`src/rtl/core/min_heap_timer_queue_assert.svh`:
```
// Assertion macros for the timer queue. Both sample on clk and are off while rst_n is low.
`ifndef MIN_HEAP_TIMER_QUEUE_ASSERT_SVH
`define MIN_HEAP_TIMER_QUEUE_ASSERT_SVH

// Consequent holds in the same cycle as the antecedent.
`define MHTQ_ASSERT_SAME(label, ante, cons, msg) \
  label: assert property (@(posedge clk) disable iff (!rst_n) (ante) |-> (cons)) \
    else $error(msg);

// Consequent holds in the cycle after the antecedent.
`define MHTQ_ASSERT_NEXT(label, ante, cons, msg) \
  label: assert property (@(posedge clk) disable iff (!rst_n) (ante) |=> (cons)) \
    else $error(msg);

`endif

```
`src/rtl/core/mhtq_pkg.sv`:
```
`timescale 1ns / 1ps

package mhtq_pkg;

  localparam int CAPACITY_DEF  = 64;
  localparam int ID_BITS_DEF   = 8;
  localparam int TIME_BITS_DEF = 32;

  typedef enum logic [1:0] {
    CMD_ADD    = 2'd0,
    CMD_ADJUST = 2'd1,
    CMD_DELETE = 2'd2,
    CMD_TICK   = 2'd3
  } cmd_t;

  typedef enum logic [2:0] {
    ST_OK          = 3'd0,
    ST_FIRED       = 3'd1,
    ST_NOT_FOUND   = 3'd2,
    ST_FULL        = 3'd3,
    ST_NOTHING_DUE = 3'd4
  } status_t;

  typedef enum logic [3:0] {
    S_IDLE,
    S_FIND,
    S_LOADX,
    S_UP,
    S_UPRD,
    S_UPWR,
    S_DOWN,
    S_DNL,
    S_DNR,
    S_DNCMP,
    S_DNWR,
    S_PUTX,
    S_RESP,
    S_TICK
  } state_t;

  // Ring control: rot_up brings the next higher slot to the port cell,
  // rot_dn the next lower one; wr_en loads the port cell.
  typedef struct packed {
    logic rot_up;
    logic rot_dn;
    logic wr_en;
  } ring_ctl_t;

endpackage

```
`src/rtl/core/mhtq_cell.sv`:
```
`timescale 1ns / 1ps

module mhtq_cell import mhtq_pkg::*; #(
  parameter int ID_BITS   = ID_BITS_DEF,
  parameter int TIME_BITS = TIME_BITS_DEF
) (
  input  logic                 clk,
  input  ring_ctl_t            ctl,
  input  logic [ID_BITS-1:0]   up_id,
  input  logic [TIME_BITS-1:0] up_exp,
  input  logic [ID_BITS-1:0]   dn_id,
  input  logic [TIME_BITS-1:0] dn_exp,
  input  logic [ID_BITS-1:0]   wr_id,
  input  logic [TIME_BITS-1:0] wr_exp,
  output logic [ID_BITS-1:0]   slot_id,
  output logic [TIME_BITS-1:0] slot_exp
);

  logic [ID_BITS-1:0]   slot_id_r;
  logic [TIME_BITS-1:0] slot_exp_r;

  always_ff @(posedge clk) begin
    priority if (ctl.wr_en) begin
      slot_id_r  <= wr_id;
      slot_exp_r <= wr_exp;
    end else if (ctl.rot_up) begin
      slot_id_r  <= up_id;
      slot_exp_r <= up_exp;
    end else if (ctl.rot_dn) begin
      slot_id_r  <= dn_id;
      slot_exp_r <= dn_exp;
    end else begin
      slot_id_r  <= slot_id_r;
      slot_exp_r <= slot_exp_r;
    end
  end

  assign slot_id  = slot_id_r;
  assign slot_exp = slot_exp_r;

endmodule

```
`config.mk`:
```
export PLATFORM = sky130hd
export DESIGN_NAME = mhtq_cell
export DESIGN_NICKNAME = d
export VERILOG_FILES = /design/src/rtl/core/min_heap_timer_queue_assert.svh /design/src/rtl/core/mhtq_pkg.sv /design/src/rtl/core/mhtq_cell.sv
export SDC_FILE = /design/constraint.sdc
export NUM_CORES = 1
export LEC_CHECK = 0
export CELL_PAD_IN_SITES_DETAIL_PLACEMENT = 0
export CELL_PAD_IN_SITES_GLOBAL_PLACEMENT = 1
export CORE_MARGIN = 4
export CORE_UTILIZATION = 48
export DETAILED_ROUTE_END_ITERATION = 7
export DONT_BUFFER_PORTS = 1
export PLACE_DENSITY = 0.91
export REMOVE_ABC_BUFFERS = 1
export SYNTH_ARGS = -nofsm -noshare
export SYNTH_HDL_FRONTEND = slang
export SYNTH_SLANG_ARGS = --single-unit
```
`constraint.sdc`:
```
create_clock -name clk -period 2.37 [get_ports clk]
set_input_delay 0.237 -clock clk [delete_from_list [all_inputs] [get_ports clk]]
set_output_delay 0.237 -clock clk [all_outputs]
set_load 0.03 [all_outputs]
```
# Yosys cells after proc, flatten, opt, wreduce, memory -nomap -nowiden
# Cells that the tools add are included.
[classes]
n_mux = 6
reduce_logical = 1
[ops]
columns = ["operator", "n"]
rows = [
  ["32-bit two-way mux", 3],
  ["8-bit two-way mux", 3],
  ["3-bit nonzero test", 1],
]
[totals]
ff_bits = 40
in_bits = 124
elab_cells = 9

# Longest topological paths before layout
[logic_depth]
ltp_word = 3
depth_mapped = 4

# Worst setup path before layout
# OpenSTA, ideal clock, no wires.
[synth_timing]
path_kind = "in2reg"
start = "input port ctl[0] in the netlist's numbering"
end = "register slot_exp_r[0] (netlist: slot_exp[0]), enable pin"
setup_ns = 0.399
t_arrival_ns = 1.305
required_time_ns = 1.971
path_slack_ns = 0.667
cell_stages = 2
path_cell_list = "clkbuf_2 or3_1"
[synth_between]
elab_chain_len = 1
[synth_rtl]
columns = ["element", "line_no", "text"]
rows = [
  ["from (decl)", "mhtq_cell.sv:8", "input ring_ctl_t ctl,"],
  ["3-bit nonzero test (no line)", "n/a", ""],
  ["to (signal assigned)", "mhtq_cell.sv:25", "slot_exp_r <= wr_exp;"],
  ["to (signal assigned)", "mhtq_cell.sv:28", "slot_exp_r <= up_exp;"],
  ["to (signal assigned)", "mhtq_cell.sv:31", "slot_exp_r <= dn_exp;"],
  ["to (decl)", "mhtq_cell.sv:20", "logic [TIME_BITS-1:0] slot_exp_r;"],
]
# Every way passes these cells.
# A chain may end at the register's enable or synchronous reset.

# Worst setup path after layout
[layout_timing]
start = "input port ctl[2] in the netlist's numbering"
end = "register slot_exp_r[2] (netlist: slot_exp[2]), enable pin"
# The elaborated chain is that of the path after synthesis.

==> run metrics <==
outcome=finished clean; Bufs on Longest Clock Path=2; Leak=0.844 nW; first-pass GRT wire length=6.38 mm; Worst Setup SP=ctl[2]; Max Clk Rate=between 700 and 800 MHz; H-Tree Depth=2; Logic pwr share=0.066; adder-cell share of the synthesized area=0; Die Y=about 74 um; yosys warns=0; Synth top area share=0.572; WL/cell=roughly 21 um; initial antenna violation count=0; synth unique cells=10; Setup crit end kind=register; compound-gate portion of the synthesized area=0.0972; Die X=between 70 and 80 um; Peak VDD IR=about 300 uV; largest family of logic cells by synthesized area=multiplexers; DRT Pass-1 Iters=4; vias in the first global route=1283; std cell rows=23; full die area=~0.0055 mm2; Antenna diodes=0; RSZ-0062 raised after global routing=no; dominant cell type by area after synthesis=edfxtp_1; minimum clock period=1250 ps; Psw=0.000456 W; DR iter-0 viols=just over 60; area of the multi-input gates=762 um2; Post-Synthesis Cells=175; postcts setup bufs=0; total gr overflow=0; mux cell area share after synthesis=0.191; final hold vios=0; Max FO, Critical Path=41; post-place setup slack=~840 ps; root buffer cell=clkbuf_8; final setup TNS=0 ps; final net count=292; P_int=approximately 0.0011 W; Slew Limit Fails=0; slew margin rel.=0.415; CP Launch Type=input port; port bufs=0; required time worst endpoint=roughly 2300 ps; Worst path slowest cell=or3_2; Hold Crit Class=input port to register; Via density=5.91; crit path cell chain=or3_2; synthesized area=about 0.0021 mm2; clk slew on worst S/H paths=about 70 ps; final setup violation count=0; Inserted Clock Buffers=5; Power Dens Cells=760 mW/mm2; register area share after synthesis=0.572; CP delay by family, top=simple AND/OR/NAND/NOR gates; XOR/XNOR share of the synthesized area=0; Final period util=0.528; synth-to-layout area growth=0.358%; Worst Tran Pin Value=roughly 900 ps; crit path kind=input port to register; Syn Area/Cell=about 12 um2; ANT nets after route=0; synthesized flop and latch total=40; worst path bufs/invs=0; layout cell share with drive strength beyond 1=0.0414; Register Area=between 0.001 and 0.0015 mm2; post_cts resized=0; core area=0.00412 mm2; Synth Area in Simple Gates=0.0745; # DRC=0; commonest cells after routing, fill and taps aside=40 x mux2i_1, 40 x nand2_1, 40 x edfxtp_1; placer's final routability congestion estimate=~0.70; Clock power frac=0.259; Starting Density=0.510; CTS Sinks=40; # Max-Cap Violations=0; final WL=roughly 4.6 mm; HP Start=wr_id[2]; largest net degree at the start of global routing=82; boundary pin count=roughly 160; # hold bufs at CTS=0; max incr delay on CP=about 860 ps; Net Sw Frac=0.285; Setup WS post-layout=about 1100 ps; Worst Path Arrival=1140 ps; Seq pwr share=0.675; Via Count=1295; Fillers=approximately 350; largest cells by area after synthesis=edfxtp_1 57%, mux2i_1 19%, o21ai_1 9.3%; GRT Util Overall=0.154; CTS tree=built
==> cell families (layout without fill, tap and decap cells) <==
kind of cell,after synthesis,after routing
buffers and inverters,14,8
DFF,40,40
and+or+nand+nor,41,41
AOI/OAI and AO/OA,40,40
muxes,40,40
==> through the flow <==
stage	utilization	total power [W]	hold WS, ps	instances	instance area (um2)
after CTS	0.512	0.00162	145	219	2110
final	0.512	0.00160	155	219	2110
after global routing	0.512	0.00167	153	219	2110
after detailed placement	0.492	0.00121	443	211	2030
after floorplan	-	0.00117	425	161	1960
after global placement	0.492	0.00119	437	211	2030
==> power groups by stage <==
stage / clock, W / sequential (W) / combinational [W]
global route: 0.000459 / 0.00109 / 0.000123
floorplan: 0 / 0.00108 / 0.0000906
CTS: 0.000428 / 0.00108 / 0.000109
global placement: 0 / 0.00109 / 0.0000998
finish: 0.000415 / 0.00108 / 0.000105
detailed placement: 0 / 0.00110 / 0.000109
==> synthesized netlist by cell type <==
cell,instances
clkbuf_2,1
edfxtp_1,40
buf_2,8
or3_1,1
nand2_1,40
mux2i_1,40
buf_6,1
o21ai_2,1
o21ai_1,39
buf_12,4
==> registers in the layout, summed over array words and instances, names as in the netlist <==
signal / flops
slot_id: 8
slot_exp: 32
==> worst paths after layout <==
kind / to / cells after the start
worst min-delay path: slot_id[2] / 2
worst max-delay path: slot_exp[2] / 1
==> per-layer routing <==
metal	track usage	routed length, um
met5	0	0
met4	0.0604	31
met3	0.0459	508
met2	0.287	2630
met1	0.160	1410
==> cell type report <==
| class | instances | area share |
|---|---|---|
| Sequential cell | 40 | 0.570 |
| Clock inverter | 1 | 0.00178 |
| Tap cell | 50 | 0.0297 |
| Multi-Input combinational cell | 121 | 0.362 |
| Clock buffer | 7 | 0.0362 |
No activity file was read; power rests on OpenSTA's default activity.
