## src/rtl/core/min_heap_timer_queue_assert.svh

```systemverilog
// Assertion macros for the timer queue. Both sample on clk and are off while rst_n is low.
`ifndef MIN_HEAP_TIMER_QUEUE_ASSERT_SVH
`define MIN_HEAP_TIMER_QUEUE_ASSERT_SVH

// Consequent holds in the same cycle as the antecedent.
`define MHTQ_ASSERT_SAME(label, ante, cons, msg) \
  label: assert property (@(posedge clk) disable iff (!rst_n) (ante) |-> (cons)) \
    else $error(msg);

// Consequent holds in the cycle after the antecedent.
`define MHTQ_ASSERT_NEXT(label, ante, cons, msg) \
  label: assert property (@(posedge clk) disable iff (!rst_n) (ante) |=> (cons)) \
    else $error(msg);

`endif

```

## src/rtl/core/mhtq_pkg.sv

```systemverilog
`timescale 1ns / 1ps

package mhtq_pkg;

  localparam int CAPACITY_DEF  = 64;
  localparam int ID_BITS_DEF   = 8;
  localparam int TIME_BITS_DEF = 32;

  typedef enum logic [1:0] {
    CMD_ADD    = 2'd0,
    CMD_ADJUST = 2'd1,
    CMD_DELETE = 2'd2,
    CMD_TICK   = 2'd3
  } cmd_t;

  typedef enum logic [2:0] {
    ST_OK          = 3'd0,
    ST_FIRED       = 3'd1,
    ST_NOT_FOUND   = 3'd2,
    ST_FULL        = 3'd3,
    ST_NOTHING_DUE = 3'd4
  } status_t;

  typedef enum logic [3:0] {
    S_IDLE,
    S_FIND,
    S_LOADX,
    S_UP,
    S_UPRD,
    S_UPWR,
    S_DOWN,
    S_DNL,
    S_DNR,
    S_DNCMP,
    S_DNWR,
    S_PUTX,
    S_RESP,
    S_TICK
  } state_t;

  // Ring control: rot_up brings the next higher slot to the port cell,
  // rot_dn the next lower one; wr_en loads the port cell.
  typedef struct packed {
    logic rot_up;
    logic rot_dn;
    logic wr_en;
  } ring_ctl_t;

endpackage

```

## src/rtl/core/mhtq_ctrl.sv

```systemverilog
`timescale 1ns / 1ps

module mhtq_ctrl import mhtq_pkg::*; #(
  parameter int CAPACITY  = CAPACITY_DEF,
  parameter int ID_BITS   = ID_BITS_DEF,
  parameter int TIME_BITS = TIME_BITS_DEF
) (
  input  logic                 clk,
  input  logic                 rst_n,
  input  logic                 in_tvalid,
  output logic                 in_tready,
  input  logic [1:0]           in_cmd,
  input  logic [ID_BITS-1:0]   in_id,
  input  logic [TIME_BITS-1:0] in_exp,
  input  logic [TIME_BITS-1:0] in_now,
  input  logic [ID_BITS-1:0]   port_id,
  input  logic [TIME_BITS-1:0] port_exp,
  output ring_ctl_t            ring_ctl,
  output logic [ID_BITS-1:0]   wr_id,
  output logic [TIME_BITS-1:0] wr_exp,
  output logic                 out_tvalid,
  input  logic                 out_tready,
  output status_t              out_status,
  output logic [ID_BITS-1:0]   out_id,
  output logic                 out_last
);

`include "min_heap_timer_queue_assert.svh"

  localparam int PW = $clog2(CAPACITY);
  localparam int CW = $clog2(CAPACITY + 1);
  localparam int KW = PW + 2;

  state_t               state_r, state_nxt;
  cmd_t                 cmd_r, cmd_nxt;
  logic [CW-1:0]        count_r, count_nxt;
  logic [PW-1:0]        off_r, off_nxt;
  logic [CW-1:0]        scan_r, scan_nxt;
  logic [PW-1:0]        hole_r, hole_nxt;
  logic                 first_r, first_nxt;
  logic [ID_BITS-1:0]   x_id_r, x_id_nxt;
  logic [TIME_BITS-1:0] x_exp_r, x_exp_nxt;
  logic [TIME_BITS-1:0] now_r, now_nxt;
  logic [ID_BITS-1:0]   c_id_r, c_id_nxt;
  logic [TIME_BITS-1:0] c_exp_r, c_exp_nxt;
  logic [PW-1:0]        c_idx_r, c_idx_nxt;
  status_t              stat_r, stat_nxt;
  logic                 pend_r, pend_nxt;
  logic [ID_BITS-1:0]   pend_id_r, pend_id_nxt;

  logic                 out_tvalid_r;
  status_t              out_status_r;
  logic [ID_BITS-1:0]   out_id_r;
  logic                 out_last_r;

  logic [KW-1:0]        left_k, right_k, count_k;
  logic [PW-1:0]        parent_idx;
  logic [PW-1:0]        seek;
  logic                 seeking;
  logic                 at;
  logic                 out_free;
  logic                 scan_done;
  logic                 due;
  logic                 emit;
  status_t              e_status;
  logic [ID_BITS-1:0]   e_id;
  logic                 e_last;

  assign left_k     = KW'({hole_r, 1'b1});
  assign right_k    = left_k + 1'b1;
  assign count_k    = KW'(count_r);
  assign parent_idx = PW'((hole_r - 1'b1) >> 1);
  assign scan_done  = (scan_r == count_r);
  assign due        = (count_r != '0) && (port_exp <= now_r);
  assign out_free   = !out_tvalid_r || out_tready;

  // Slot the port cell has to reach in the current state.
  always_comb begin
    seek    = '0;
    seeking = 1'b0;
    unique case (state_r)
      S_FIND: begin
        seek    = scan_r[PW-1:0];
        seeking = !scan_done;
      end
      S_LOADX: begin
        seek    = count_r[PW-1:0];
        seeking = 1'b1;
      end
      S_UPRD: begin
        seek    = parent_idx;
        seeking = 1'b1;
      end
      S_UPWR, S_DNWR, S_PUTX: begin
        seek    = hole_r;
        seeking = 1'b1;
      end
      S_DNL: begin
        seek    = left_k[PW-1:0];
        seeking = 1'b1;
      end
      S_DNR: begin
        seek    = right_k[PW-1:0];
        seeking = 1'b1;
      end
      S_TICK: begin
        seek    = '0;
        seeking = 1'b1;
      end
      default: begin
        seek    = '0;
        seeking = 1'b0;
      end
    endcase
  end

  assign at = (off_r == seek);

  // Next state and datapath registers.
  always_comb begin
    state_nxt   = state_r;
    cmd_nxt     = cmd_r;
    count_nxt   = count_r;
    scan_nxt    = scan_r;
    hole_nxt    = hole_r;
    first_nxt   = first_r;
    x_id_nxt    = x_id_r;
    x_exp_nxt   = x_exp_r;
    now_nxt     = now_r;
    c_id_nxt    = c_id_r;
    c_exp_nxt   = c_exp_r;
    c_idx_nxt   = c_idx_r;
    stat_nxt    = stat_r;
    pend_nxt    = pend_r;
    pend_id_nxt = pend_id_r;
    off_nxt     = off_r;

    if (ring_ctl.rot_up) begin
      off_nxt = off_r + 1'b1;
    end else if (ring_ctl.rot_dn) begin
      off_nxt = off_r - 1'b1;
    end

    unique case (state_r)
      S_IDLE: begin
        if (in_tvalid) begin
          cmd_nxt   = cmd_t'(in_cmd);
          x_id_nxt  = in_id;
          x_exp_nxt = in_exp;
          now_nxt   = in_now;
          scan_nxt  = '0;
          pend_nxt  = 1'b0;
          first_nxt = 1'b1;
          unique case (cmd_t'(in_cmd))
            CMD_ADD: begin
              if (count_r == CW'(CAPACITY)) begin
                stat_nxt  = ST_FULL;
                state_nxt = S_RESP;
              end else begin
                hole_nxt  = count_r[PW-1:0];
                count_nxt = count_r + 1'b1;
                state_nxt = S_UP;
              end
            end
            CMD_ADJUST, CMD_DELETE: begin
              state_nxt = S_FIND;
            end
            CMD_TICK: begin
              state_nxt = S_TICK;
            end
          endcase
        end
      end
      S_FIND: begin
        if (scan_done) begin
          stat_nxt  = ST_NOT_FOUND;
          state_nxt = S_RESP;
        end else if (at) begin
          if (port_id == x_id_r) begin
            hole_nxt = scan_r[PW-1:0];
            if (cmd_r == CMD_DELETE) begin
              count_nxt = count_r - 1'b1;
              // Drop the final slot outright; otherwise refill from it.
              if (scan_r == count_r - 1'b1) begin
                stat_nxt  = ST_OK;
                state_nxt = S_RESP;
              end else begin
                state_nxt = S_LOADX;
              end
            end else begin
              state_nxt = S_UP;
            end
          end else begin
            scan_nxt = scan_r + 1'b1;
          end
        end
      end
      S_LOADX: begin
        if (at) begin
          x_id_nxt  = port_id;
          x_exp_nxt = port_exp;
          state_nxt = S_UP;
        end
      end
      S_UP: begin
        if (hole_r == '0) begin
          first_nxt = 1'b0;
          state_nxt = first_r ? S_DOWN : S_PUTX;
        end else begin
          state_nxt = S_UPRD;
        end
      end
      S_UPRD: begin
        if (at) begin
          if (x_exp_r < port_exp) begin
            c_id_nxt  = port_id;
            c_exp_nxt = port_exp;
            state_nxt = S_UPWR;
          end else begin
            first_nxt = 1'b0;
            state_nxt = first_r ? S_DOWN : S_PUTX;
          end
        end
      end
      S_UPWR: begin
        if (at) begin
          hole_nxt  = parent_idx;
          first_nxt = 1'b0;
          state_nxt = S_UP;
        end
      end
      S_DOWN: begin
        state_nxt = (left_k >= count_k) ? S_PUTX : S_DNL;
      end
      S_DNL: begin
        if (at) begin
          c_id_nxt  = port_id;
          c_exp_nxt = port_exp;
          c_idx_nxt = left_k[PW-1:0];
          state_nxt = (right_k < count_k) ? S_DNR : S_DNCMP;
        end
      end
      S_DNR: begin
        if (at) begin
          // Left child wins ties.
          if (c_exp_r > port_exp) begin
            c_id_nxt  = port_id;
            c_exp_nxt = port_exp;
            c_idx_nxt = right_k[PW-1:0];
          end
          state_nxt = S_DNCMP;
        end
      end
      S_DNCMP: begin
        state_nxt = (c_exp_r >= x_exp_r) ? S_PUTX : S_DNWR;
      end
      S_DNWR: begin
        if (at) begin
          hole_nxt  = c_idx_r;
          state_nxt = S_DOWN;
        end
      end
      S_PUTX: begin
        if (at) begin
          if (cmd_r == CMD_TICK) begin
            state_nxt = S_TICK;
          end else begin
            stat_nxt  = ST_OK;
            state_nxt = S_RESP;
          end
        end
      end
      S_RESP: begin
        if (out_free) begin
          state_nxt = S_IDLE;
        end
      end
      S_TICK: begin
        if (at && out_free) begin
          if (due) begin
            pend_nxt    = 1'b1;
            pend_id_nxt = port_id;
            count_nxt   = count_r - 1'b1;
            if (count_r != CW'(1)) begin
              hole_nxt  = '0;
              first_nxt = 1'b1;
              state_nxt = S_LOADX;
            end
          end else begin
            state_nxt = S_IDLE;
          end
        end
      end
      default: begin
        state_nxt = S_IDLE;
      end
    endcase
  end

  // Handshake, ring control and result emission.
  always_comb begin
    in_tready       = (state_r == S_IDLE);
    ring_ctl.rot_up = seeking && (off_r < seek);
    ring_ctl.rot_dn = seeking && (off_r > seek);
    ring_ctl.wr_en  = 1'b0;
    wr_id           = c_id_r;
    wr_exp          = c_exp_r;
    emit            = 1'b0;
    e_status        = ST_OK;
    e_id            = '0;
    e_last          = 1'b1;
    unique case (state_r)
      S_UPWR, S_DNWR: begin
        ring_ctl.wr_en = at;
      end
      S_PUTX: begin
        ring_ctl.wr_en = at;
        wr_id          = x_id_r;
        wr_exp         = x_exp_r;
      end
      S_RESP: begin
        emit     = out_free;
        e_status = stat_r;
      end
      S_TICK: begin
        if (at && out_free) begin
          // Hold the previous fired id until it is known whether it is the final one.
          if (due) begin
            emit     = pend_r;
            e_status = ST_FIRED;
            e_id     = pend_id_r;
            e_last   = 1'b0;
          end else begin
            emit     = 1'b1;
            e_status = pend_r ? ST_FIRED : ST_NOTHING_DUE;
            e_id     = pend_r ? pend_id_r : '0;
          end
        end
      end
      default: begin
        emit = 1'b0;
      end
    endcase
  end

  always_ff @(posedge clk) begin
    if (!rst_n) begin
      state_r      <= S_IDLE;
      count_r      <= '0;
      off_r        <= '0;
      pend_r       <= 1'b0;
      out_tvalid_r <= 1'b0;
    end else begin
      state_r <= state_nxt;
      count_r <= count_nxt;
      off_r   <= off_nxt;
      pend_r  <= pend_nxt;
      if (emit) begin
        out_tvalid_r <= 1'b1;
      end else if (out_tready) begin
        out_tvalid_r <= 1'b0;
      end
    end
  end

  always_ff @(posedge clk) begin
    cmd_r     <= cmd_nxt;
    scan_r    <= scan_nxt;
    hole_r    <= hole_nxt;
    first_r   <= first_nxt;
    x_id_r    <= x_id_nxt;
    x_exp_r   <= x_exp_nxt;
    now_r     <= now_nxt;
    c_id_r    <= c_id_nxt;
    c_exp_r   <= c_exp_nxt;
    c_idx_r   <= c_idx_nxt;
    stat_r    <= stat_nxt;
    pend_id_r <= pend_id_nxt;
    if (emit) begin
      out_status_r <= e_status;
      out_id_r     <= e_id;
      out_last_r   <= e_last;
    end
  end

  assign out_tvalid = out_tvalid_r;
  assign out_status = out_status_r;
  assign out_id     = out_id_r;
  assign out_last   = out_last_r;

  `MHTQ_ASSERT_SAME(a_count_bound, 1'b1, count_r <= CW'(CAPACITY), "entry count above capacity")
  `MHTQ_ASSERT_NEXT(a_rot_up, ring_ctl.rot_up, off_r == PW'($past(off_r) + 1'b1), "port offset lost on rotate up")
  `MHTQ_ASSERT_NEXT(a_rot_dn, ring_ctl.rot_dn, off_r == PW'($past(off_r) - 1'b1), "port offset lost on rotate down")
  `MHTQ_ASSERT_SAME(a_wr_still, ring_ctl.wr_en, !ring_ctl.rot_up && !ring_ctl.rot_dn, "port write while ring moves")
  `MHTQ_ASSERT_NEXT(a_cmd_busy, in_tvalid && in_tready, state_r != S_IDLE, "command accepted without work")

endmodule
```

## config.mk

```make
export PLATFORM = sky130hd
export DESIGN_NAME = mhtq_ctrl
export DESIGN_NICKNAME = d
export VERILOG_FILES = /design/src/rtl/core/mhtq_pkg.sv /design/src/rtl/core/mhtq_ctrl.sv
export VERILOG_INCLUDE_DIRS = /design/src /design/src/rtl/core
export SDC_FILE = /design/constraint.sdc
export NUM_CORES = 1
export LEC_CHECK = 0
export BUFFER_PORTS_ARGS = -buffer_cell sky130_fd_sc_hd__buf_2
export CAP_MARGIN = 20
export CORE_MARGIN = 5
export CORE_UTILIZATION = 40
export CTS_CLUSTER_SIZE = 28
export DETAILED_ROUTE_END_ITERATION = 8
export PLACE_DENSITY_LB_ADDON = 0.15
export RECOVER_POWER = 50
export SLEW_MARGIN = 10
export SYNTH_ARGS = -nofsm -noshare
export SYNTH_HDL_FRONTEND = slang
export SYNTH_SLANG_ARGS = --single-unit
```

## constraint.sdc

```tcl
create_clock -name clk -period 10.44 [get_ports clk]
set_input_delay 1.044 -clock clk [delete_from_list [all_inputs] [get_ports clk]]
set_output_delay 1.044 -clock clk [all_outputs]
set_load 0.02 [all_outputs]
```

-- After elaboration in Yosys (flattened, before gate mapping)
Index checks and enable logic that the tools add are counted.
Widths: inputs -> output; s select.
- bits in writable memories: 0
- bits in latches: 0
- register bits: 176
- memories: 0
- bits of input ports: 118
- output and inout port bits: 57
- ROM bits: 0
- bitwise logic cells: 0
- reductions and logical operators: 39
- div/mod/pow operators: 0
- magnitude comparators: 8
- add/subtract/negate cells: 7
- shift operators: 0
- mux-type cells: 116
- equality and inequality tests: 55
- multipliers: 0
- operators by type and width (kind ; count):
    $mux 32 ; 7
    $mux 6 ; 16
    $pmux 32 s3 ; 1
    $mux 7 ; 13
    $mux 4 ; 21
    $mux 8 ; 9
    $pmux 32 s2 ; 1
    $pmux 4 s13 ; 1
    $ne 2x2->1 const B ; 23
    $mux 3 ; 13
    $pmux 6 s6 ; 1
    $ge 32x32->1 ; 1
    $gt 32x32->1 ; 1
    $le 32x32->1 ; 1
    $lt 32x32->1 ; 1
    $pmux 6 s5 ; 1
    $eq 4x4->1 const B ; 6
    $pmux 8 s3 ; 1
    $reduce_and 12->1 ; 2
    $pmux 7 s3 ; 1
    $mux 1 ; 20
    $reduce_and 10->1 ; 2
    $eq 4x3->1 const B ; 4
    $pmux 8 s2 ; 1
    46 further kinds ; 77

-- Depth between registers and ports, before layout
Gate-level depths: netlist (run 1).
- depth in word-level cells: 8
- gate-level depth with buffers: 23

-- Worst setup path after synthesis (run 1)
Ideal clock, no wire load.
- path kind: register -> register
- start point: reg state_r[1]
- end point: reg c_exp_r[0] (enable)
- library setup time: 0.451 ns
- path buffers: 5
- arrival time: 5.123 ns
- setup slack: 4.867 ns
- stages on the path, launching flop included: 17
- path through: dfxtp_1 -> clkbuf_1 -> clkbuf_1 -> nand2_1 -> nor3_1 -> clkbuf_1 -> buf_1 -> nand2_1 -> nand2_1 -> a221oi_1 -> ha_1 -> nand4_1 -> or2_2 -> buf_1 -> a311oi_1 -> a41oi_1 -> a21oi_1
- cells in the longest elaborated chain, start to end: 6
- elaborated cells on any way between the ends: 18
- those cells by class: eq/ne (14); mux (1); reduce/logical (3)
- ends and longest elaborated chain (what ; line ; text):
    from (decl) ; mhtq_ctrl.sv:34 ; state_t state_r, state_nxt;
    from (signal assigned) ; mhtq_ctrl.sv:354 ; state_r <= state_nxt;
    $eq 4x4->1 / $eq 4x3->1 (equally long branches) ; mhtq_ctrl.sv:81 ; unique case (state_r)
    $reduce_or 3->1 (no line) ; - ;
    $pmux 6 s6 ; mhtq_ctrl.sv:81 ;
    $eq 6x6->1 ; mhtq_ctrl.sv:117 ; assign at = (off_r == seek);
    $ne 2x2->1 (no line) ; - ;
    $reduce_and 6->1 (no line) * ; - ;
    to (signal assigned) ; mhtq_ctrl.sv:375 ; c_exp_r <= c_exp_nxt;
    to (decl) ; mhtq_ctrl.sv:45 ; logic [TIME_BITS-1:0] c_exp_r, c_exp_nxt;
Mark *: on every way between the ends. The rest lies on a longest branch, timed or not.
A chain may end at the register's enable or synchronous reset.

==> key figures, run 1 <==
Outcome
  – Status: finished with violations
  – Failing checks: max-capacitance violations, max-slew violations

Global routing
  – GRT Total Usage: 0.1936
  – Grt ovf: 0
  – Initial antenna violation count: 0
  – Largest net degree at the start of global routing: 71
  – Vias in the first global route: 9,167
  – Global-route wire length before repair: 50,360 um

STA
  – RSZ-0062 raised after global routing: no
  – Worst-Margin Slew: 2180 ps
  – Final Cycle Share: 0.6064
  – Relative slew margins: -0.4534
  – Final Hold Fails: 0
  – Hold_ws: 516.8 ps
  – Count of final max-slew check failures: 68
  – Setup total negative slack: 0 ps
  – Max Clk Rate: 158.0 MHz
  – Minimum clock period after layout: 6331 ps
  – Final setup skew: 16.17 ps
  – Final Setup Violations: 0

Setup path
  – CP top delay family: simple AND/OR/NAND/NOR gates
  – Crit start category: flop
  – End of the worst register-to-register path: off_r[5]$_SDFFE_PN0P_
  – Max stage delay on crit path: 840 ps
  – Largest fanout on the critical path: 25
  – CP Buf/Inv Count: 3
  – Crit. End Element: output pin
  – Arr. time, crit path: 5290 ps
  – WS Path Type: flop to output pin
  – Crit path cell chain: clkbuf_1, or2b_1, nor3_1, clkinv_1, o22ai_1, a21oi_1, and2_1, ha_1, nand2_1, nor2_1, nor3b_1, buf_2
  – Critical-path top delay cell: nor3_1
  – FF-to-FF setup slack: 4230 ps
  – R2r worst-path depth: 21
  – Setup crit start: state_r[3]$_SDFFE_PN0P_
  – RR Startpoint: state_r[3]$_SDFFE_PN0P_
  – Worst path required time: 9400 ps

Clock tree
  – Cts hold-fix bufs: 0
  – Skew-Pair Late Insertion Delay: 440 ps
  – Root Buffer Master: clkbuf_16
  – CTS sink cnt: 175
  – Setup Buffers After CTS: 0
  – CTS Buf Count: 17
  – TritonCTS clock tree: built
  – CTS H-Tree Depth: 4
  – Post_cts resized: 0
  – Clock transition at the registers of the reported paths: 70 ps
  – CTS max path bufs: 2

Min path
  – Worst hold path depth: 1
  – Worst Hold Class: flop to flop
  – Hold Path Origin: pend_id_r[6]$_DFFE_PP_
  – Hold path endpoint: out_id[6]$_SDFFCE_PN0P_

Placed design
  – Gp weighted congestion: 0.8997
  – Port buffer count: 174
  – DP HPWL: 25,570 um
  – Post-DP Area: 13,130 sq um

Flow run
  – Max_cap viols: 2

Yosys
  – Yosys top cell by area: edfxtp_1
  – Mapped Cells: 1,167
  – Post-synthesis sequential area ratio: 0.4283
  – Synth Warn #: 0
  – Primary FF master, synth: edfxtp_1
  – Top cell type's share of synthesized area: 0.3961
  – Post-synth EDFFs: 156
  – Syn Nets: 1,441
  – Post-synth design cell area: 11,830 sq um
  – Async set or reset register ratio after synthesis: 0
  – Synth cell types: 75
  – Flops & latches, synth: 175
  – Synth Area per Inst: 10.13 sq um
  – Top cells by area, synth: edfxtp_1 (40%), ha_1 (16%), inv_1 (3.9%), mux2_2 (3.8%), nand2_1 (3.6%)

Pwr
  – P_leak: 5.726 nW
  – Power Dens Cells: 248.1 nW/um^2
  – Peak VDD IR: 0.0001711 V
  – Power, Total: 3.371 mW

Finish
  – Antenna Cells: 0
  – Storage cell area: 5065 sq um
  – Fill cells: 2,851
  – Synth-to-Final Area Change: 14.90%
  – Layout Utilization: 0.4621
  – Final Net Count: 1,610
  – Share of cells above drive strength 1: 0.1536
  – Footprint of the multi-input gates: 6133 sq um
  – Cell area after layout: 13,590 sq um

Floorplanning
  – DIE WIDTH: 181.9 um
  – Die H: 181.9 um
  – Top-Level Pins: 175
  – Initial core utilization: 0.4022
  – Core area: 29,400 sq um
  – Die area: 33,100 sq um
  – Site row count: 63

Detailed routing
  – Via Count: 9,217
  – DRC: 0
  – Wire per inst: 18.71 um
  – Drt first pass iters: 5
  – Total wire length: 32,520 um
  – Vias/cell: 5.303
  – ANT nets after route: 0
  – DRT iter0 DRCs: 590
stage by stage:
stage                     cells  setup WS, ps
after floorplan            1167          4867
after global routing       1738          3796
after global placement     1706          5318
after detailed placement   1707          5264
final                      1738          4109
after CTS                  1738          5120
final cells by class:
| cell class | instances | area share |
|---|---|---|
| clock inverters | 14 | 0.01059 |
| flip-flops and latches | 175 | 0.3727 |
| clock buffers | 17 | 0.03131 |
| repair buffers | 185 | 0.06381 |
| multi-input cells | 833 | 0.4514 |
| well taps | 390 | 0.03591 |
| inverters | 124 | 0.03425 |
report_power, final:
| group | leakage (nW) | switching, mW | total (mW) | internal [mW] |
|---|---|---|---|---|
| Sequential | 1.58 | 0.167 | 1.15 | 0.986 |
| Combinational | 3.88 | 0.971 | 1.58 | 0.612 |
| Clock | 0.266 | 0.285 | 0.636 | 0.351 |
| Total | 5.73 | 1.42 | 3.37 | 1.95 |
worst max path at each step:
stage | end | slack, ps | depth (start not counted)
after floorplan | c_exp_r[0]$_DFFE_PP_ | 4870 | 16
after global placement | off_r[5]$_SDFFE_PN0P_ | 5320 | 21
final | ring_ctl[1] | 4110 | 12
after global routing | ring_ctl[1] | 3800 | 12
after CTS | ring_ctl[1] | 5120 | 11
after detailed placement | off_r[5]$_SDFFE_PN0P_ | 5260 | 20
synth_stat cells (4+ instances only):
cell        n
xor2_1     12
a21o_1     21
a21oi_1    74
xnor2_1    32
o21ai_0    81
inv_1     123
and2_1     13
mux2_2     40
a221oi_1    4
nand3_1    21
nor3_1     23
nand2_1   112
nand4_1    26
o211ai_1    7
or3_1       6
clkbuf_1   26
nor2b_1    10
dfxtp_1    19
a222oi_1    5
nor2_1     64
edfxtp_1  156
nor3b_1     6
a22oi_1    10
a31oi_1     5
ha_1      155
buf_1       4
o21a_1      5
a311oi_1    4
and3_1      9
a211oi_1   12
nand2b_1    5
nor4_1      5
kinds of logic after synthesis:
kind of cell               synth area share
xor gates and xnor gates            0.03396
buffers and inverters               0.05374
AOI/OAI and AO/OA                    0.1453
muxes                               0.04105
and+or+nand+nor                      0.1320
adders and majority gates            0.1657
DFF                                  0.4283
state kept, by name (all words and copies together), names as in the netlist:
register	count
c_idx_r	6
count_r	7
x_id_r	8
now_r	32
stat_r	2
out_tvalid	1
out_last	1
off_r	6
pend_id_r	8
state_r	4
out_id	8
x_exp_r	32
c_exp_r	32
cmd_r	2
first_r	1
pend_r	1
out_status	3
scan_r	7
c_id_r	8
hole_r	6
placed cells by master, fill, tap and decap left out, drive strengths merged, types with 4 or more instances in the layout:
cell	n
edfxtp	156
ha	155
inv	125
buf	120
nand2	113
o21ai	83
clkbuf	82
a21oi	74
nor2	64
mux2	41
xnor2	33
nand4	26
nor3	24
a21o	22
nand3	21
dfxtp	19
and2	13
a211oi	12
xor2	12
nor2b	10
a22oi	10
and3	9
or3	9
o211ai	7
nor3b	7
clkinv	7
nor4	6
o21a	5
nand2b	5
a222oi	5
a31oi	5
a221oi	4
a311oi	4
clkinvlp	4
metal layers:
metal	up-vias	track usage	wire length (um)
met5	-	0	0
met4	0	0.05644	614
met3	28	0.03526	1595
met2	255	0.3163	15260
met1	4314	0.2635	15050
li1	4620	-	-
worst reg2reg max path: cells and delay by family, from the launching register on:
kind | cells | cell delay, ps
AOI/OAI and AO/OA | 8 | 1540
xor gates and xnor gates | 1 | 160
adders and majority gates | 2 | 600
buffers and inverters | 3 | 1440
DFF | 1 | 300
muxes | 1 | 230
and+or+nand+nor | 6 | 1790
No activity file was read; power rests on OpenSTA's default activity.
==> run 2, diff against run 1 <==
- clock period: 10.44 -> 5.05 ns (I/O delays scaled with it)
==> run 2 against run 1 <==
  * The run still ends with max-capacitance violations, max-slew violations left
  * Sequential cell count unchanged
  * Count of clock-buffer cells in the layout increased by 1
  * Cell count increased by 0.98%
  * Power increased by 110%
  * Non-clock buffer count increased by 16
  * Critical path depth increased by 8
  * Global-route usage increased by 0.38 points
  * Sequential power increased by 110%
  * First-iteration DRC count decreased by 14%
  * Sequential share of layout area decreased by 0.42 points
  * Register-to-register slack got worse by 3800 ps
  * Combinational power increased by 110%
  * Critical endpoint is now off_r[5]$_SDFFE_PN0P_
==> key figures, run 2 (same netlist as run 1, synthesis figures left out) <==
STA
  – Final setup skew: 13.26 ps (-2.915 ps)
  – Count of final max-slew check failures: 70 (+2.9%)
  – Final Hold Fails: 0 (unchanged)
  – Final Cycle Share: 0.9203
  – Setup total negative slack: 0 ps (unchanged)
  – Minimum clock period after layout: 4648 ps
  – Relative slew margins: -0.6437 (-0.1902)
  – Worst-Margin Slew: 2465 ps (+285.4 ps)
  – Max Clk Rate: 215.2 MHz
  – RSZ-0062 raised after global routing: no
  – Slack of the critical path: 402.3 ps (-3707 ps)
  – Final Setup Violations: 0 (unchanged)

Detailed routing
  – Drt first pass iters: 5 (unchanged)
  – DRC: 0 (unchanged)
  – Via Count: 9,261 (+0.48%)
  – ANT nets after route: 0 (unchanged)
  – Wire per inst: 18.66 um (-0.26%)
  – Total wire length: 32,750 um (+0.71%)
  – DRT iter0 DRCs: 508 (-14%)
  – Vias/cell: 5.277 (-0.50%)

Pwr
  – Peak VDD IR: 0.0002512 V (+47%)
  – Comb pwr share: 0.472 (+0.003)
  – Net Sw Frac: 0.4186 (-0.003415)
  – Seq pwr share: 0.336 (-0.006)
  – Power Dens Cells: 513.0 nW/um^2 (+110%)
  – Internal power: 4.099 mW (+110%)
  – Clock Power Share: 0.192 (+0.003)
  – Switching pwr: 2.952 mW (+110%)
  – P_leak: 5.831 nW (+1.8%)

Floorplanning
  – Site row count: 63 (unchanged)
  – Die area: 33,100 sq um (unchanged)
  – Top-Level Pins: 175 (unchanged)
  – Die H: 181.9 um (unchanged)
  – Core area: 29,400 sq um (unchanged)
  – Initial core utilization: 0.4022 (unchanged)
  – DIE WIDTH: 181.9 um (unchanged)

Setup path
  – FF-to-FF setup slack: 400 ps (-3830 ps)
  – Worst path required time: 5350 ps (-4050 ps)
  – WS Path Type: flop to flop
  – Setup crit start: state_r[1]$_SDFFE_PN0P_
  – Arr. time, crit path: 4950 ps (-340 ps)
  – Largest fanout on the critical path: 16 (-36%)
  – R2r worst-path depth: 20 (-4.8%)
  – RR Startpoint: state_r[1]$_SDFFE_PN0P_
  – CP endpoint: off_r[5]$_SDFFE_PN0P_
  – Crit start category: flop
  – Crit. End Element: flop
  – End of the worst register-to-register path: off_r[5]$_SDFFE_PN0P_

Flow run
  – Max_cap viols: 2 (unchanged)

Min path
  – Worst hold path depth: 1 (unchanged)
  – Worst Hold Class: input pin to flop

Placed design
  – Dpl cells: 1,723 (+0.94%)
  – Gp weighted congestion: 0.9051 (+0.60%)
  – Port buffer count: 174 (unchanged)
  – Pre-CTS setup slack: 372.4 ps (-4892 ps)
  – DP HPWL: 25,640 um (+0.27%)

Global routing
  – Largest net degree at the start of global routing: 50 (-30%)
  – GRT Total Usage: 0.1974 (+0.003780)
  – Grt ovf: 0 (unchanged)
  – Initial antenna violation count: 1 (+1)
  – Global-route wire length before repair: 51,540 um (+2.3%)
  – Vias in the first global route: 9,425 (+2.8%)

Clock tree
  – Skew-Pair Late Insertion Delay: 440 ps (about the same)
  – Setup Buffers After CTS: 0 (unchanged)
  – CTS Buf Count: 17 (unchanged)
  – CTS max path bufs: 2 (unchanged)
  – Clock transition at the registers of the reported paths: 80 ps (about the same)
  – Root Buffer Master: clkbuf_16
  – CTS H-Tree Depth: 4 (unchanged)
  – TritonCTS clock tree: built
  – Cts hold-fix bufs: 0 (unchanged)
  – CTS sink cnt: 175 (unchanged)

Outcome
  – Failing checks: max-capacitance violations, max-slew violations
  – Status: finished with violations

Finish
  – Final Net Count: 1,626 (+0.99%)
  – Biggest registers after layout: c_exp_r x32, now_r x32, x_exp_r x32
  – Fill cells: 2,816 (-1.2%)
  – Layout Utilization: 0.4675 (+0.005362)
  – Commonest non-fill, non-tap cell in the layout: edfxtp_1
  – Share of cells above drive strength 1: 0.1679 (+0.01433)
  – Commonest cells after routing, fill and taps aside: edfxtp_1 (156), ha_1 (155), inv_1 (123)
  – Synth-to-Final Area Change: 16.23%
  – Non-filler cells, final: 1,755 (+0.98%)
==> run 2: power groups by stage <==
| stage | Clock (mW) | Sequential (mW) | Combinational [mW] |
|---|---|---|---|
| 5_1_grt | 1.46 | 2.41 | 3.74 |
| 4_1_cts | 1.40 | 2.36 | 3.37 |
| 6_report | 1.36 | 2.37 | 3.33 |
| 3_5_place_dp | 0 | 2.38 | 3.35 |
| 2_1_floorplan | 0 | 2.23 | 2.42 |
| 3_3_place_gp | 0 | 2.39 | 3.34 |
==> run 2: repair_timing <==
| item | 4_1_cts | 5_1_grt |
|---|---|---|
| endpoints found under the hold margin | 0 | 0 |
| endpoints found under the setup margin | 0 | 1 |
| resized for setup | 0 | 1 |
==> run 2: per-stage QoR <==
step / area, sq um / hold slack [ps] / power [mW]
global placement: 13250 / 498.3 / 5.729
finish: 13750 / 240.6 / 7.051
CTS: 13850 / 213.3 / 7.120
floorplan: 11830 / 485.5 / 4.646
detailed placement: 13260 / 505.9 / 5.732
global route: 13740 / 210.7 / 7.606
==> run 2: critical path, cell delays in order, from the launching register on <==
cell and delay (ps):
dfxtp_1 670, nand2b_1 200, nor3_1 70, buf_4 200, a22o_1 200, a221o_1 260, a211oi_1 250, ha_1 290
nand4_1 140, nor2_1 70, a211oi_1 330, and2_1 280, inv_1 130, ha_1 300, a21o_1 180, a21oi_1 240
o21bai_1 100, a21oi_1 170, mux2i_1 230, xor2_1 160, nor2_1 50
==> run 2: how the worst min path moves through the flow <==
stage,slack [ps],end,startpoint
finish,240,now_r[5]$_DFFE_PP_,in_now[5]
global route,210,now_r[7]$_DFFE_PP_,in_now[7]
CTS,210,now_r[5]$_DFFE_PP_,in_now[5]
detailed placement,510,out_id[3]$_SDFFCE_PN0P_,pend_id_r[3]$_DFFE_PP_
global placement,500,out_id[4]$_SDFFCE_PN0P_,pend_id_r[4]$_DFFE_PP_
floorplan,490,off_r[5]$_SDFFE_PN0P_,off_r[5]$_SDFFE_PN0P_
==> run 2: layout make-up <==
cell class                 instances  area [sq um]  area share
tap                              390         488.0     0.03550
clock buffer                      18         429.2     0.03122
antenna                            1         2.502   0.0001820
sequential                       175          5066      0.3686
inverter                         124         465.4     0.03386
timing repair buffer             201          1001     0.07282
clock inverter                    13         155.1     0.01129
multi-input combinational        833          6138      0.4466
==> run 2: layer usage <==
metal	part of all wire	track usage	vias up
met4	0.017	0.05224	0
li1	-	-	4652
met1	0.46	0.2681	4301
met2	0.47	0.3266	270
met5	0	0	-
met3	0.051	0.03506	38
==> run 3, diff against run 2 <==
- ABC_AREA: unset -> 1
==> run 3 against run 2 <==
  * The run still ends with max-capacitance violations, max-slew violations left
  * Wire length shrank 0.49%
  * Core utilization grew 0.24 points
  * Sequential power grew 3%
  * Sequential share of layout area shrank 0.39 points
  * Critical path depth grew 2
  * Via count grew 7.4%
  * Sequential cell count is the same
==> key figures, run 3 <==
Outcome
  – Status: finished with violations
  – Failing checks: max-capacitance violations, max-slew violations

Setup path
  – WS Path Type: flop to flop
  – Arr. time, crit path: 4760 ps (-190 ps)
  – FF-to-FF setup slack: 630 ps (+230 ps)
  – Worst path required time: 5390 ps (+40 ps)
  – Crit start category: flop
  – Crit. End Element: flop
  – Largest fanout on the critical path: 21 (+5)

Global routing
  – Largest net degree at the start of global routing: 55 (+10%)
  – Initial antenna violation count: 1 (unchanged)
  – Global-route wire length before repair: 51,360 um (-0.34%)
  – GRT Total Usage: 0.1954 (-0.002017)
  – Grt ovf: 0 (unchanged)
  – Vias in the first global route: 9,722 (+3.2%)

Detailed routing
  – DRC: 0 (unchanged)
  – DRT iter0 DRCs: 608 (+20%)
  – Drt first pass iters: 6 (+1)
  – Total wire length: 32,590 um (-0.49%)
  – Via Count: 9,946 (+7.4%)
  – ANT nets after route: 0 (unchanged)
  – Wire per inst: 16.27 um (-13%)
  – Vias/cell: 4.966 (-5.9%)

STA
  – Relative slew margins: -0.5442 (+0.09943)
  – Final setup skew: 10.43 ps (-2.829 ps)
  – Final Hold Fails: 0 (unchanged)
  – Minimum clock period after layout: 4420 ps (-227.6 ps)
  – Final Setup Violations: 0 (unchanged)
  – Final Cycle Share: 0.8753 (-0.04507)
  – RSZ-0062 raised after global routing: no
  – Worst-Margin Slew: 2316 ps (-149.1 ps)
  – Setup total negative slack: 0 ps (unchanged)
  – Count of final max-slew check failures: 69 (-1.4%)
  – Max Clk Rate: 226.2 MHz (+5.1%)

Min path
  – Worst Hold Class: input pin to flop

Yosys
  – Synth Area per Inst: 8.430 sq um (-17%)
  – Top cell type's share of synthesized area: 0.3913 (-0.004761)
  – Post-synthesis sequential area ratio: 0.4231 (-0.005148)
  – Primary FF master, synth: edfxtp_1
  – Mapped Cells: 1,420 (+22%)
  – Most frequent cell after synthesis: nand2_1
  – Syn Nets: 1,694 (+18%)
  – Yosys top cell by area: edfxtp_1
  – Flops & latches, synth: 175 (unchanged)
  – Synth Warn #: 0 (unchanged)
  – Most frequent cells after synthesis: nand2_1 (344), inv_1 (201), edfxtp_1 (156)
  – Post-synth design cell area: 11,970 sq um (+1.2%)
  – Async set or reset register ratio after synthesis: 0 (unchanged)
  – Post-synth EDFFs: 156 (unchanged)
  – Synth cell types: 49 (-35%)
  – Top cells by area, synth: edfxtp_1 (39%), ha_1 (16%), nand2_1 (11%), inv_1 (6.3%), o21ai_0 (4.6%)

Finish
  – Commonest non-fill, non-tap cell in the layout: nand2_1
  – Biggest registers after layout: c_exp_r x32, now_r x32, x_exp_r x32
  – Layout Utilization: 0.4699 (+0.002417)
  – Fill cells: 2,990 (+6.2%)
  – Share of cells above drive strength 1: 0.1172 (-0.05064)
  – Non-filler cells, final: 2,003 (+14%)
  – Commonest cells after routing, fill and taps aside: nand2_1 (345), inv_1 (204), edfxtp_1 (156)
  – Cell area after layout: 13,890 sq um (+1.1%)
  – Synth-to-Final Area Change: 16.04%
  – Final Net Count: 1,873 (+15%)

Clock tree
  – TritonCTS clock tree: built
  – Cts hold-fix bufs: 0 (unchanged)
  – CTS Buf Count: 17 (unchanged)
  – Post_cts resized: 0 (unchanged)
  – Root Buffer Master: clkbuf_16
  – CTS H-Tree Depth: 4 (unchanged)
  – Setup Buffers After CTS: 0 (unchanged)
  – Clock transition at the registers of the reported paths: 70 ps (about the same)
  – CTS max path bufs: 2 (unchanged)
  – CTS sink cnt: 175 (unchanged)
  – Skew-Pair Late Insertion Delay: 450 ps (about the same)

Placed design
  – Post-DP Area: 13,350 sq um (+0.61%)
  – Gp weighted congestion: 0.9570 (+5.7%)
  – Dpl cells: 1,970 (+14%)
  – DP HPWL: 25,900 um (+1.0%)
  – Port buffer count: 174 (unchanged)

Pwr
  – P_leak: 6.530 nW (+12%)
  – Peak VDD IR: 0.0003779 V (+50%)
  – Power, Total: 7.691 mW (+9.1%)
  – Power Dens Cells: 553.7 nW/um^2 (+7.9%)

Flow run
  – Max_cap viols: 2 (unchanged)

Floorplanning
  – DIE WIDTH: 183.0 um (+0.57%)
  – Core area: 29,560 sq um (+0.54%)
  – Die area: 33,490 sq um (+1.2%)
  – Die H: 183.0 um (+0.57%)
  – Initial core utilization: 0.4050 (+0.002723)
  – Top-Level Pins: 175 (unchanged)
  – Site row count: 63 (unchanged)
## run 3: metrics by stage
step	hold slack [ps]	setup WS, ps
CTS	199.3	732.4
global placement	466.7	885.1
global route	204.8	249.6
finish	227.2	630.0
detailed placement	471.9	739.9
floorplan	444.3	673.7
## run 3: area by class of cell
type | instances | area [sq um] | area share
antenna | 1 | 2.502 | 0.0001801
multi-input combinational | 1007 | 6006 | 0.4324
clock inverter | 9 | 153.9 | 0.01108
tap | 390 | 488.0 | 0.03513
timing repair buffer | 186 | 882.1 | 0.06350
sequential | 175 | 5065 | 0.3646
clock buffer | 23 | 498.0 | 0.03585
inverter | 212 | 795.8 | 0.05729
## run 3: cell families (layout without fill, tap and decap cells)
logic type | count (synthesis) | count (layout) | synth area share
multiplexers | 2 | 2 | 0.001777
adder cells (fa/ha/maj) | 156 | 156 | 0.1637
flip-flops | 175 | 175 | 0.4231
XOR/XNOR | 31 | 31 | 0.02268
AO/OA/AOI/OAI | 251 | 251 | 0.1141
buffers and inverters | 238 | 430 | 0.07609
AND/OR/NAND/NOR | 567 | 567 | 0.1985
other | 0 | 1 | 0
## run 3: where the power goes
part	internal (mW)	leakage (nW)	switching, mW	total, mW
clock network	0.894	0.315	0.579	1.47
registers	2.15	1.59	0.298	2.45
logic	1.27	4.63	2.50	3.77
## run 3: routing by layer
| layer | vias to the layer above | global-route usage | wire length [um] |
|---|---|---|---|
| met4 | 0 | 0.05155 | 461 |
| li1 | 5132 | - | - |
| met1 | 4572 | 0.2673 | 15470 |
| met3 | 29 | 0.03669 | 1644 |
| met2 | 213 | 0.3205 | 15010 |
| met5 | - | 0 | 0 |
## run 3: worst paths after layout
check | startpoint | end | cells after the start
setup / recovery | state_r[0]$_SDFFE_PN0P_ | off_r[5]$_SDFFE_PN0P_ | 22
hold / removal | in_now[8] | now_r[8]$_DFFE_PP_ | 1
hold reg to reg | off_r[0]$_SDFFE_PN0P_ | off_r[0]$_SDFFE_PN0P_ | 1
setup reg to reg | state_r[0]$_SDFFE_PN0P_ | off_r[5]$_SDFFE_PN0P_ | 22
## run 3: critical path, stage by stage (launching register included)
cell and delay (ps):
dfxtp_1 450, inv_1 60, nand2_1 120, nor2_1 80, inv_1 530, o221ai_1 190, a2111oi_0 560, ha_1 370
a21oi_1 160, o21ai_0 90, a21oi_1 200, nand2_2 160, ha_1 390, a21oi_1 150, nand2_1 100, a21oi_1 140
nor2_1 50, nor2_1 120, inv_1 50, nand2_1 60, nand3_1 90, o21ai_1 140, a21oi_1 50
